[src/sv/pev_pkg.sv]
// pev_pkg: types, codes and the microcode table of the polynomial evaluation engine
// used by pev_mul, pev_chk and polynomial_eval_engine; no dependencies
package pev_pkg;

  // width of one multiplier digit
  localparam int unsigned DIG_W  = 32;
  localparam int unsigned STEP_W = 4;

  typedef struct packed {
    logic [1:0]         mode;
    logic [3:0]         term_index;
    logic signed [31:0] coef_value;
    logic signed [31:0] point_x;
    logic signed [31:0] scale_factor;
  } pev_in_t;

  typedef struct packed {
    logic signed [31:0] result_value;
    logic               status;
  } pev_out_t;

  typedef enum logic [1:0] {
    MODE_WRITE = 2'd0,
    MODE_READ  = 2'd1,
    MODE_SCALE = 2'd2,
    MODE_EVAL  = 2'd3
  } mode_e;

  // program addresses
  typedef enum logic [STEP_W-1:0] {
    ST_IDLE = 4'd0,
    ST_WR   = 4'd1,
    ST_RD0  = 4'd2,
    ST_RD1  = 4'd3,
    ST_SC0  = 4'd4,
    ST_SC1  = 4'd5,
    ST_SC2  = 4'd6,
    ST_SCD  = 4'd7,
    ST_EV0  = 4'd8,
    ST_EV1  = 4'd9,
    ST_EV2  = 4'd10,
    ST_EV3  = 4'd11,
    ST_EVD  = 4'd12
  } step_e;

  // condition that keeps a step waiting
  typedef enum logic [1:0] {
    H_NONE,
    H_IN,
    H_MUL,
    H_OUT
  } hold_e;

  // sequencing: fall through, jump, dispatch on mode, conditional jumps
  typedef enum logic [2:0] {
    J_NEXT,
    J_GO,
    J_MODE,
    J_PTR_ZERO,
    J_PTR_NZ,
    J_PTR_NE_DEG
  } jc_e;

  typedef enum logic [2:0] {
    RD_NONE,
    RD_IDX,
    RD_ZERO,
    RD_DEG,
    RD_PTR_INC,
    RD_PTR_DEC
  } rd_e;

  typedef enum logic [1:0] {
    WR_NONE,
    WR_CMD,
    WR_MUL
  } wr_e;

  typedef enum logic {
    MS_SCALE,
    MS_HORNER
  } ms_e;

  typedef enum logic [1:0] {
    ACC_KEEP,
    ACC_LD,
    ACC_MAC
  } acc_e;

  typedef enum logic [2:0] {
    PTR_KEEP,
    PTR_ZERO,
    PTR_DEG,
    PTR_INC,
    PTR_DEC
  } ptr_e;

  typedef enum logic [1:0] {
    EM_NONE,
    EM_ZERO,
    EM_READ,
    EM_ACC
  } em_e;

  typedef struct packed {
    hold_e hold;
    jc_e   jc;
    step_e target;
    logic  ld_cmd;
    rd_e   rd;
    wr_e   wr;
    logic  mul_go;
    ms_e   mul_src;
    acc_e  acc;
    ptr_e  ptr;
    em_e   emit;
  } ctrl_t;

  localparam ctrl_t CTRL_NOP = '{
    hold:    H_NONE,
    jc:      J_NEXT,
    target:  ST_IDLE,
    ld_cmd:  1'b0,
    rd:      RD_NONE,
    wr:      WR_NONE,
    mul_go:  1'b0,
    mul_src: MS_SCALE,
    acc:     ACC_KEEP,
    ptr:     PTR_KEEP,
    emit:    EM_NONE
  };

  // microcode store
  function automatic ctrl_t ucode(step_e s);
    ctrl_t c;
    c = CTRL_NOP;
    case (s)
      ST_IDLE: begin
        c.hold   = H_IN;
        c.jc     = J_MODE;
        c.ld_cmd = 1'b1;
      end
      ST_WR: begin
        c.hold = H_OUT;
        c.wr   = WR_CMD;
        c.emit = EM_ZERO;
        c.jc   = J_GO;
      end
      ST_RD0: begin
        c.rd = RD_IDX;
      end
      ST_RD1: begin
        c.hold = H_OUT;
        c.emit = EM_READ;
        c.jc   = J_GO;
      end
      ST_SC0: begin
        c.rd  = RD_ZERO;
        c.ptr = PTR_ZERO;
      end
      ST_SC1: begin
        c.mul_go  = 1'b1;
        c.mul_src = MS_SCALE;
      end
      ST_SC2: begin
        c.hold   = H_MUL;
        c.wr     = WR_MUL;
        c.rd     = RD_PTR_INC;
        c.ptr    = PTR_INC;
        c.jc     = J_PTR_NE_DEG;
        c.target = ST_SC1;
      end
      ST_SCD: begin
        c.hold = H_OUT;
        c.emit = EM_ZERO;
        c.jc   = J_GO;
      end
      ST_EV0: begin
        c.rd  = RD_DEG;
        c.ptr = PTR_DEG;
      end
      ST_EV1: begin
        c.acc    = ACC_LD;
        c.rd     = RD_PTR_DEC;
        c.ptr    = PTR_DEC;
        c.jc     = J_PTR_ZERO;
        c.target = ST_EVD;
      end
      ST_EV2: begin
        c.mul_go  = 1'b1;
        c.mul_src = MS_HORNER;
      end
      ST_EV3: begin
        c.hold   = H_MUL;
        c.acc    = ACC_MAC;
        c.rd     = RD_PTR_DEC;
        c.ptr    = PTR_DEC;
        c.jc     = J_PTR_NZ;
        c.target = ST_EV2;
      end
      ST_EVD: begin
        c.hold = H_OUT;
        c.emit = EM_ACC;
        c.jc   = J_GO;
      end
      default: begin
        c.jc = J_GO;
      end
    endcase
    return c;
  endfunction

endpackage

[src/sv/pev_ram.sv]
// pev_ram: generic single-write, single-read RAM with registered read data
// no package dependencies
module pev_ram #(
  parameter int unsigned WIDTH = 32,
  parameter int unsigned DEPTH = 16
) (
  input  logic                     clk_i,
  input  logic                     we_i,
  input  logic [$clog2(DEPTH)-1:0] waddr_i,
  input  logic [WIDTH-1:0]         wdata_i,
  input  logic                     re_i,
  input  logic [$clog2(DEPTH)-1:0] raddr_i,
  output logic [WIDTH-1:0]         rdata_o
);

  logic [WIDTH-1:0] mem [DEPTH];
  logic [WIDTH-1:0] rdata_q;

  always_ff @(posedge clk_i) begin
    if (we_i) begin
      mem[waddr_i] <= wdata_i;
    end
    if (re_i) begin
      rdata_q <= mem[raddr_i];
    end
  end

  assign rdata_o = rdata_q;

endmodule

[src/sv/pev_mul.sv]
// pev_mul: wrapping multiplier, one 32x32 partial product per cycle
// depends on pev_pkg (digit width)
module pev_mul import pev_pkg::*; #(
  parameter int unsigned W = 32
) (
  input  logic         clk_i,
  input  logic         rst_ni,
  input  logic         go_i,
  input  logic [W-1:0] a_i,
  input  logic [W-1:0] b_i,
  output logic         busy_o,
  output logic [W-1:0] res_o
);

  localparam int unsigned ND   = (W + DIG_W - 1) / DIG_W;
  localparam int unsigned PW   = ND * DIG_W;
  localparam int unsigned PPW  = 2 * DIG_W;
  localparam int unsigned CNTW = (ND > 1) ? $clog2(ND) : 1;
  localparam logic [CNTW-1:0] LAST = CNTW'(ND - 1);

  logic [PW-1:0]    a_q, b_q, a_ext, b_ext;
  logic [DIG_W-1:0] da, db;
  logic [PPW-1:0]   prod, p_q;
  logic [CNTW-1:0]  sh_q, sh_d;
  logic [CNTW-1:0]  i_q, i_d, j_q, j_d;
  logic             busy_q, busy_d;
  logic [W-1:0]     acc_q;
  logic [PW-1:0]    pp_sh;

  assign a_ext = PW'(a_i);
  assign b_ext = PW'(b_i);

  // first digit pair straight from the operands, the rest from the held copies
  always_comb begin
    if (go_i) begin
      da   = a_ext[DIG_W-1:0];
      db   = b_ext[DIG_W-1:0];
      sh_d = '0;
    end else begin
      da   = a_q[i_q*DIG_W +: DIG_W];
      db   = b_q[j_q*DIG_W +: DIG_W];
      sh_d = CNTW'(i_q + j_q);
    end
  end

  assign prod  = PPW'(da) * PPW'(db);
  assign pp_sh = PW'(p_q) << (DIG_W * sh_q);
  assign res_o = acc_q + pp_sh[W-1:0];
  assign busy_o = busy_q;

  // walk the digit pairs whose weight stays below the word
  always_comb begin
    busy_d = busy_q;
    i_d    = i_q;
    j_d    = j_q;
    if (go_i) begin
      busy_d = (ND > 1);
      i_d    = '0;
      j_d    = CNTW'(1);
    end else if (busy_q) begin
      if (CNTW'(i_q + j_q) == LAST) begin
        if (i_q == LAST) begin
          busy_d = 1'b0;
        end else begin
          i_d = i_q + CNTW'(1);
          j_d = '0;
        end
      end else begin
        j_d = j_q + CNTW'(1);
      end
    end
  end

  always_ff @(posedge clk_i or negedge rst_ni) begin
    if (!rst_ni) begin
      busy_q <= 1'b0;
      i_q    <= '0;
      j_q    <= '0;
    end else begin
      busy_q <= busy_d;
      i_q    <= i_d;
      j_q    <= j_d;
    end
  end

  always_ff @(posedge clk_i) begin
    if (go_i) begin
      a_q   <= a_ext;
      b_q   <= b_ext;
      acc_q <= '0;
    end else if (busy_q) begin
      acc_q <= res_o;
    end
    if (go_i || busy_q) begin
      p_q  <= prod;
      sh_q <= sh_d;
    end
  end

endmodule

[src/sv/polynomial_eval_engine.sv]
// polynomial_eval_engine: microcoded coefficient store with scale and evaluate
// depends on pev_pkg, pev_ram, pev_mul
//
//  channel | direction | handshake                  | payload
//  in      | input     | in_valid_i / in_ready_o    | in_data_i   (pev_in_t)
//  out     | output    | out_valid_o / out_ready_i  | out_data_o  (pev_out_t)
//
// one command at a time; for COEF_WIDTH above 32 the shared multiplier needs extra
// partial products for every term that it multiplies
// the term loops are bound by the shared multiplier and the single read port
// reset clears the degree, the valid bits of the store and the sequencer
// a result held in the output register stalls only the final step of the next command
module polynomial_eval_engine import pev_pkg::*; #(
  parameter int unsigned MAX_DEGREE = 15,
  parameter int unsigned COEF_WIDTH = 32
) (
  input  logic     clk_i,
  input  logic     rst_ni,
  input  logic     in_valid_i,
  output logic     in_ready_o,
  input  pev_in_t  in_data_i,
  output logic     out_valid_o,
  input  logic     out_ready_i,
  output pev_out_t out_data_o
);

  localparam int unsigned DEPTH = MAX_DEGREE + 1;
  localparam int unsigned AW    = $clog2(DEPTH);
  localparam int unsigned CW    = (AW > 4) ? AW : 4;
  localparam int unsigned VN    = 1 << AW;

  function automatic logic [COEF_WIDTH-1:0] to_coef(logic [31:0] v);
    return COEF_WIDTH'(signed'(v));
  endfunction

  function automatic logic [31:0] coef_to_out(logic [COEF_WIDTH-1:0] c);
    return 32'(signed'(c));
  endfunction

  ctrl_t               ctl;
  step_e               pc_q, pc_d, pc_inc, mode_tgt;
  logic                hold, act;
  pev_in_t             cmd_q;
  logic [AW-1:0]       deg_q, ptr_q, ptr_d;
  logic [COEF_WIDTH-1:0] acc_q, acc_d;
  logic [VN-1:0]       vld_q;
  logic                rvld_q;
  pev_out_t            out_q, out_d;
  logic                out_vld_q;

  logic [CW-1:0]       idx_ext, deg_ext;
  logic [AW-1:0]       idx_addr;
  logic                idx_ok, rd_err;

  logic                we, re;
  logic [AW-1:0]       waddr, raddr;
  logic [COEF_WIDTH-1:0] wdata, rdata, rdata_eff;

  logic                mul_go, mul_busy;
  logic [COEF_WIDTH-1:0] mul_a, mul_b, mul_res;

  assign ctl = ucode(pc_q);

  assign idx_ext  = CW'(cmd_q.term_index);
  assign deg_ext  = CW'(deg_q);
  assign idx_addr = idx_ext[AW-1:0];
  assign idx_ok   = idx_ext <= CW'(MAX_DEGREE);
  assign rd_err   = idx_ext > deg_ext;

  // entries never written read as zero
  assign rdata_eff = rvld_q ? rdata : '0;

  always_comb begin
    case (hold_e'(ctl.hold))
      H_IN:    hold = !in_valid_i;
      H_MUL:   hold = mul_busy;
      H_OUT:   hold = out_vld_q && !out_ready_i;
      default: hold = 1'b0;
    endcase
  end

  assign act        = !hold;
  assign in_ready_o = (ctl.hold == H_IN);

  // next step
  assign pc_inc = step_e'(pc_q + STEP_W'(1));

  always_comb begin
    case (mode_e'(in_data_i.mode))
      MODE_WRITE: mode_tgt = ST_WR;
      MODE_READ:  mode_tgt = ST_RD0;
      MODE_SCALE: mode_tgt = ST_SC0;
      default:    mode_tgt = ST_EV0;
    endcase
  end

  always_comb begin
    pc_d = pc_q;
    if (act) begin
      case (ctl.jc)
        J_NEXT:       pc_d = pc_inc;
        J_GO:         pc_d = ctl.target;
        J_MODE:       pc_d = mode_tgt;
        J_PTR_ZERO:   pc_d = (ptr_q == '0) ? ctl.target : pc_inc;
        J_PTR_NZ:     pc_d = (ptr_q != '0) ? ctl.target : pc_inc;
        J_PTR_NE_DEG: pc_d = (ptr_q != deg_q) ? ctl.target : pc_inc;
        default:      pc_d = ST_IDLE;
      endcase
    end
  end

  // datapath controls
  always_comb begin
    we    = 1'b0;
    waddr = ptr_q;
    wdata = mul_res;
    case (ctl.wr)
      WR_CMD: begin
        we    = act && idx_ok;
        waddr = idx_addr;
        wdata = to_coef(cmd_q.coef_value);
      end
      WR_MUL: we = act;
      default: we = 1'b0;
    endcase

    re = act && (ctl.rd != RD_NONE);
    case (ctl.rd)
      RD_IDX:     raddr = idx_addr;
      RD_DEG:     raddr = deg_q;
      RD_PTR_INC: raddr = ptr_q + AW'(1);
      RD_PTR_DEC: raddr = ptr_q - AW'(1);
      default:    raddr = '0;
    endcase

    mul_go = act && ctl.mul_go;
    if (ctl.mul_src == MS_HORNER) begin
      mul_a = acc_q;
      mul_b = to_coef(cmd_q.point_x);
    end else begin
      mul_a = rdata_eff;
      mul_b = to_coef(cmd_q.scale_factor);
    end

    case (ctl.ptr)
      PTR_ZERO: ptr_d = '0;
      PTR_DEG:  ptr_d = deg_q;
      PTR_INC:  ptr_d = ptr_q + AW'(1);
      PTR_DEC:  ptr_d = ptr_q - AW'(1);
      default:  ptr_d = ptr_q;
    endcase

    case (ctl.acc)
      ACC_LD:  acc_d = rdata_eff;
      ACC_MAC: acc_d = mul_res + rdata_eff;
      default: acc_d = acc_q;
    endcase

    out_d = '0;
    case (ctl.emit)
      EM_READ: begin
        out_d.status       = rd_err;
        out_d.result_value = rd_err ? '0 : coef_to_out(rdata_eff);
      end
      EM_ACC:  out_d.result_value = coef_to_out(acc_q);
      default: out_d = '0;
    endcase
  end

  always_ff @(posedge clk_i or negedge rst_ni) begin
    if (!rst_ni) begin
      pc_q      <= ST_IDLE;
      deg_q     <= '0;
      vld_q     <= '0;
      out_vld_q <= 1'b0;
    end else begin
      pc_q <= pc_d;
      if (we) begin
        vld_q[waddr] <= 1'b1;
      end
      if (act && ctl.wr == WR_CMD && idx_ok && rd_err) begin
        deg_q <= idx_addr;
      end
      if (act && ctl.emit != EM_NONE) begin
        out_vld_q <= 1'b1;
      end else if (out_ready_i) begin
        out_vld_q <= 1'b0;
      end
    end
  end

  always_ff @(posedge clk_i) begin
    if (act && ctl.ld_cmd) begin
      cmd_q <= in_data_i;
    end
    if (re) begin
      rvld_q <= vld_q[raddr];
    end
    if (act) begin
      ptr_q <= ptr_d;
      acc_q <= acc_d;
    end
    if (act && ctl.emit != EM_NONE) begin
      out_q <= out_d;
    end
  end

  assign out_valid_o = out_vld_q;
  assign out_data_o  = out_q;

  pev_ram #(
    .WIDTH (COEF_WIDTH),
    .DEPTH (DEPTH)
  ) u_store (
    .clk_i   (clk_i),
    .we_i    (we),
    .waddr_i (waddr),
    .wdata_i (wdata),
    .re_i    (re),
    .raddr_i (raddr),
    .rdata_o (rdata)
  );

  pev_mul #(
    .W (COEF_WIDTH)
  ) u_mul (
    .clk_i  (clk_i),
    .rst_ni (rst_ni),
    .go_i   (mul_go),
    .a_i    (mul_a),
    .b_i    (mul_b),
    .busy_o (mul_busy),
    .res_o  (mul_res)
  );

endmodule

[config.mk]
export PLATFORM = sky130hd
export DESIGN_NAME = polynomial_eval_engine
export DESIGN_NICKNAME = d
export VERILOG_FILES = /design/src/sv/pev_pkg.sv /design/src/sv/pev_ram.sv /design/src/sv/pev_mul.sv /design/src/sv/polynomial_eval_engine.sv
export SDC_FILE = /design/constraint.sdc
export NUM_CORES = 2
export LEC_CHECK = 0
export BUFFER_PORTS_ARGS = -buffer_cell sky130_fd_sc_hd__clkbuf_2
export CAP_MARGIN = 30
export CORE_MARGIN = 2
export CORE_UTILIZATION = 37
export CTS_BUF_LIST = sky130_fd_sc_hd__clkbuf_4 sky130_fd_sc_hd__clkbuf_8
export CTS_CLUSTER_SIZE = 24
export DETAILED_ROUTE_END_ITERATION = 10
export HOLD_SLACK_MARGIN = 0.06
export PLACE_DENSITY_LB_ADDON = 0.25
export SETUP_SLACK_MARGIN = 0.2
export SYNTH_ARGS = -nofsm -noshare
export SYNTH_HDL_FRONTEND = slang
export SYNTH_SLANG_ARGS = --single-unit
[constraint.sdc]
create_clock -name clk_i -period 18.5 [get_ports clk_i]
set_input_delay 0.925 -clock clk_i [delete_from_list [all_inputs] [get_ports clk_i]]
set_output_delay 0.925 -clock clk_i [all_outputs]
set_load 0.005 [all_outputs]
==> impl.org <==
** Outcome
- The run finished with clean final reports.

** Worst setup path
- The setup path with the least slack is of type reg2reg.
- Max incr delay on CP :: 0.84 ns
- The cell that appears most often on the critical path is fa_1.
- Data required time of the critical path :: 19.15 ns
- STA classifies the critical path startpoint as a flip-flop.
- Max FO, Critical Path :: 122
- STA puts the critical path data arrival time at 12.34 ns.
- Kind of cell adding the most delay to the critical path :: adder cells
- Launching element of the worst setup path :: pc_q[0]$_DFFE_PN0P_
- Capturing element type of the critical path :: flip-flop
- Startpoint of the worst register-to-register path :: pc_q[0]$_DFFE_PN0P_
- Counting both buffers and inverters, the worst setup path holds a total of 7.
- Among all stages on the critical path, the largest delay is contributed by buf_4.

** STA
- Setup violators final :: 0
- For the final database, setup skew stands at 0.0680 ns.
- The number of hold-slack violations in the final timing report is 0.
- Final clock period utilization by the worst path :: 0.632
- Setup repair after global routing left no endpoint under its margin.
- Max-slew headroom :: 0.297
- The smallest clock period supported by the final layout is computed as 11.69 ns.
- For this run, the top clock speed supported by timing is 85.6 MHz.
- Measured slew at the worst slew-check pin :: 1.05 ns
- The number of max-slew violations in the final report is 0.
- Setup total negative slack on the finished layout was measured at 0 ns.

** Synthesis
- Number of distinct library cell variants in the gate-level netlist after synthesis :: 80
- Of all flip-flops after synthesis, the portion carrying an async set or reset was 0.0310.
- Register area share after synthesis :: 0.472
- Number of cells produced by synthesis :: 4947
- The largest total area in the synthesized netlist belongs to edfxtp_1.
- Counting flops and latches in the post-synthesis netlist gives 870.
- Dominant register cell in the synthesized netlist :: edfxtp_1
- Share of the synthesized area in the top cell type :: 0.447
- Number of enable-type register cells in the synthesized netlist :: 811
- A synthesized cell averages 11.0 sq um.
- Most area-consuming cells after synthesis :: edfxtp_1 (45%), fa_1 (15%), nand2_1 (4.9%)
- During synthesis, Yosys emitted a total of 0 warnings.
- Mapped cell area :: 0.0544 sq mm
- Synthesized net count :: 5662

** Drt
- Mean routed wirelength per cell :: 24.2 um
- Overall routed net length :: 173000 um
- Total iterations of the first detailed-routing run :: 8
- Using the TritonRoute via totals, the vias-per-cell ratio works out to 5.41.
- Post-detailed-route count of antenna-violating nets :: 0
- Vias after detailed routing :: 38700
- DRC violation count after routing :: 0
- For this block, the initial DRC count from the detailed router was 3833.

** Place
- The number of placed instances, taps included, is 6873.
- Summed over all nets, the half-perimeter wirelength after detailed placement is 118000 um.
- Number of buffers inserted by port buffering :: 140
- At the end of routability-driven placement, the weighted congestion stood at 0.937.

** Cells and area
- Fraction of final layout cells with drive strength greater than 1 :: 0.117
- Fill cells in the final layout number 14000.
- Total Nets Final :: 5832
- From synthesis to final layout, the design area changed by 12.1%.
- Leaving out filler cells and counting taps, the final layout contains 7156.

** Die
- Die Area :: 0.150 sq mm
- Initial Util :: 0.373
- Chip Width :: 388 um
- The floorplan step set the die height to 388 um.
- Floorplan core area :: 0.146 sq mm
- I/O pin cnt :: 141
- The floorplan has 140 rows.

** CTS
- Root buffer selected by CTS :: clkbuf_8
- The longest clock path from root to sink contains 3 buffers.
- At the later pin of the worst-skew pair, clock insertion delay measures 0.93 ns.
- TritonCTS built the clock tree.
- Clock H-tree levels :: 4
- For this design, the sink count on the clock tree is 870.
- Clock-pin slew of the registers on the worst-case setup and hold paths :: 0.07 ns
- Gates resized, CTS repair :: 0
- Total CTS buffers :: 156

** Worst hold path
- In this run the most critical hold path is launched from in_data_i[78].
- The min-delay analysis places its worst path in the category in2reg.

** GRT
- Entering global routing, the biggest net connects 177 pins.
- The via count of the first global-routing pass came to 38100.
- Aggregate global routing overflow :: 0
- Antenna violations before repair :: 10
- The first global-routing pass estimated 253000 um of wire.
- In the global route stage, overall resource usage came out at 0.228.

** Job
- Count of maximum capacitance violations :: 0
==> final cells by class <==
class                   count  area, sq um  area share
multi-input cells        3302        26100       0.428
inverters                 530         1990      0.0327
repair buffers            257         1660      0.0272
clock buffers             203         2510      0.0412
flip-flops and latches    870        25700       0.421
diodes                      2         5.00   0.0000821
clock inverters            75          659      0.0108
well taps                1917         2400      0.0393
==> per-stage QoR <==
stage	setup slack [ns]	hold WS (ns)	instance area [sq um]	util
2_1_floorplan	9.65	0.430	54400	-
3_3_place_gp	7.14	0.445	57700	0.395
3_5_place_dp	7.02	0.444	57800	0.396
4_1_cts	6.95	0.0721	61000	0.418
5_1_grt	6.29	0.117	61000	0.418
6_report	6.81	0.170	61000	0.418
==> state kept, by name, summed over array words and instances (netlist names), 32 cells and up <==
register,flops
out_data_o,33
u_mul.acc_q,32
u_mul.b_q,32
u_mul.p_q,32
u_store.rdata_o,32
u_store.mem,512
u_mul.a_q,32
acc_q,32
cmd_q,96
==> layer usage <==
layer	vias up	wire length (um)	track usage
li1	17300	-	-
met1	19400	73900	0.313
met2	1570	77500	0.353
met3	363	13600	0.0465
met4	4	7920	0.0962
met5	-	25	0
==> cells in the mapped netlist (6+ instances only) <==
library cell / instances
ha_1: 199
and3_1: 24
buf_1: 28
nor3_1: 35
nor2b_1: 47
a31oi_1: 113
clkbuf_1: 186
a21o_1: 43
or2_2: 25
a21boi_0: 6
a211oi_1: 173
dfrtp_1: 27
o21ai_1: 17
nor2_1: 469
xnor2_1: 126
and2_0: 33
inv_1: 526
a311oi_1: 67
nand2_1: 708
a22oi_1: 32
o21ai_0: 122
o21a_1: 35
buf_2: 26
mux2i_1: 76
mux2_2: 22
edfxtp_1: 811
dfxtp_1: 32
or3_1: 6
xor2_1: 33
nand3b_1: 7
a21oi_1: 172
a31o_2: 20
nand2b_1: 20
o22ai_1: 6
and2_1: 121
nand3_1: 37
fa_1: 410
o21bai_1: 16
==> layout by cell type, fill, tap and decap left out, types with 140 or more instances in the layout <==
cell      synthesis  routed
nand2_1         708     707
a21oi_1         172     169
nor2_1          469     450
clkbuf_2          0     140
edfxtp_1        811     811
fa_1            410     410
a211oi_1        173     173
inv_1           526     526
ha_1            199     198
clkbuf_8          0     158
==> final timing paths <==
path                                      endpoint  slack (ns)  cells after the start
min                            cmd_q[78]$_DFFE_PP_        0.17                      1
max                        u_mul.p_q[31]$_DFFE_PP_        6.81                     32
max reg2reg                u_mul.p_q[31]$_DFFE_PP_        6.81                     32
min in group asynchronous    vld_q[11]$_DFFE_PN0P_        0.66                      2
max in group asynchronous   u_mul.busy_o$_DFF_PN0_       17.12                      2
min reg2reg                  vld_q[11]$_DFFE_PN0P_        0.46                      1
==> what timing repair did <==
item	in CTS	in global routing
hold buffers	1	0
setup buffers	0	0
endpoints found under the setup margin	0	0
hold endpoints to repair	2	0
==> cells by family (layout without fill, tap and decap cells) <==
logic type / Yosys count / after routing / synth area share
AOI/OAI and AO/OA: 876 / 876 / 0.108
other: 0 / 2 / 0
buffers and inverters: 775 / 1065 / 0.0545
DFF: 870 / 870 / 0.472
adders and majority gates: 609 / 609 / 0.197
and+or+nand+nor: 1556 / 1556 / 0.124
xor gates and xnor gates: 163 / 163 / 0.0270
muxes: 98 / 98 / 0.0185
Power is not shown: default switching activity piles up to over one toggle a cycle in this logic, so the estimate is an artifact.
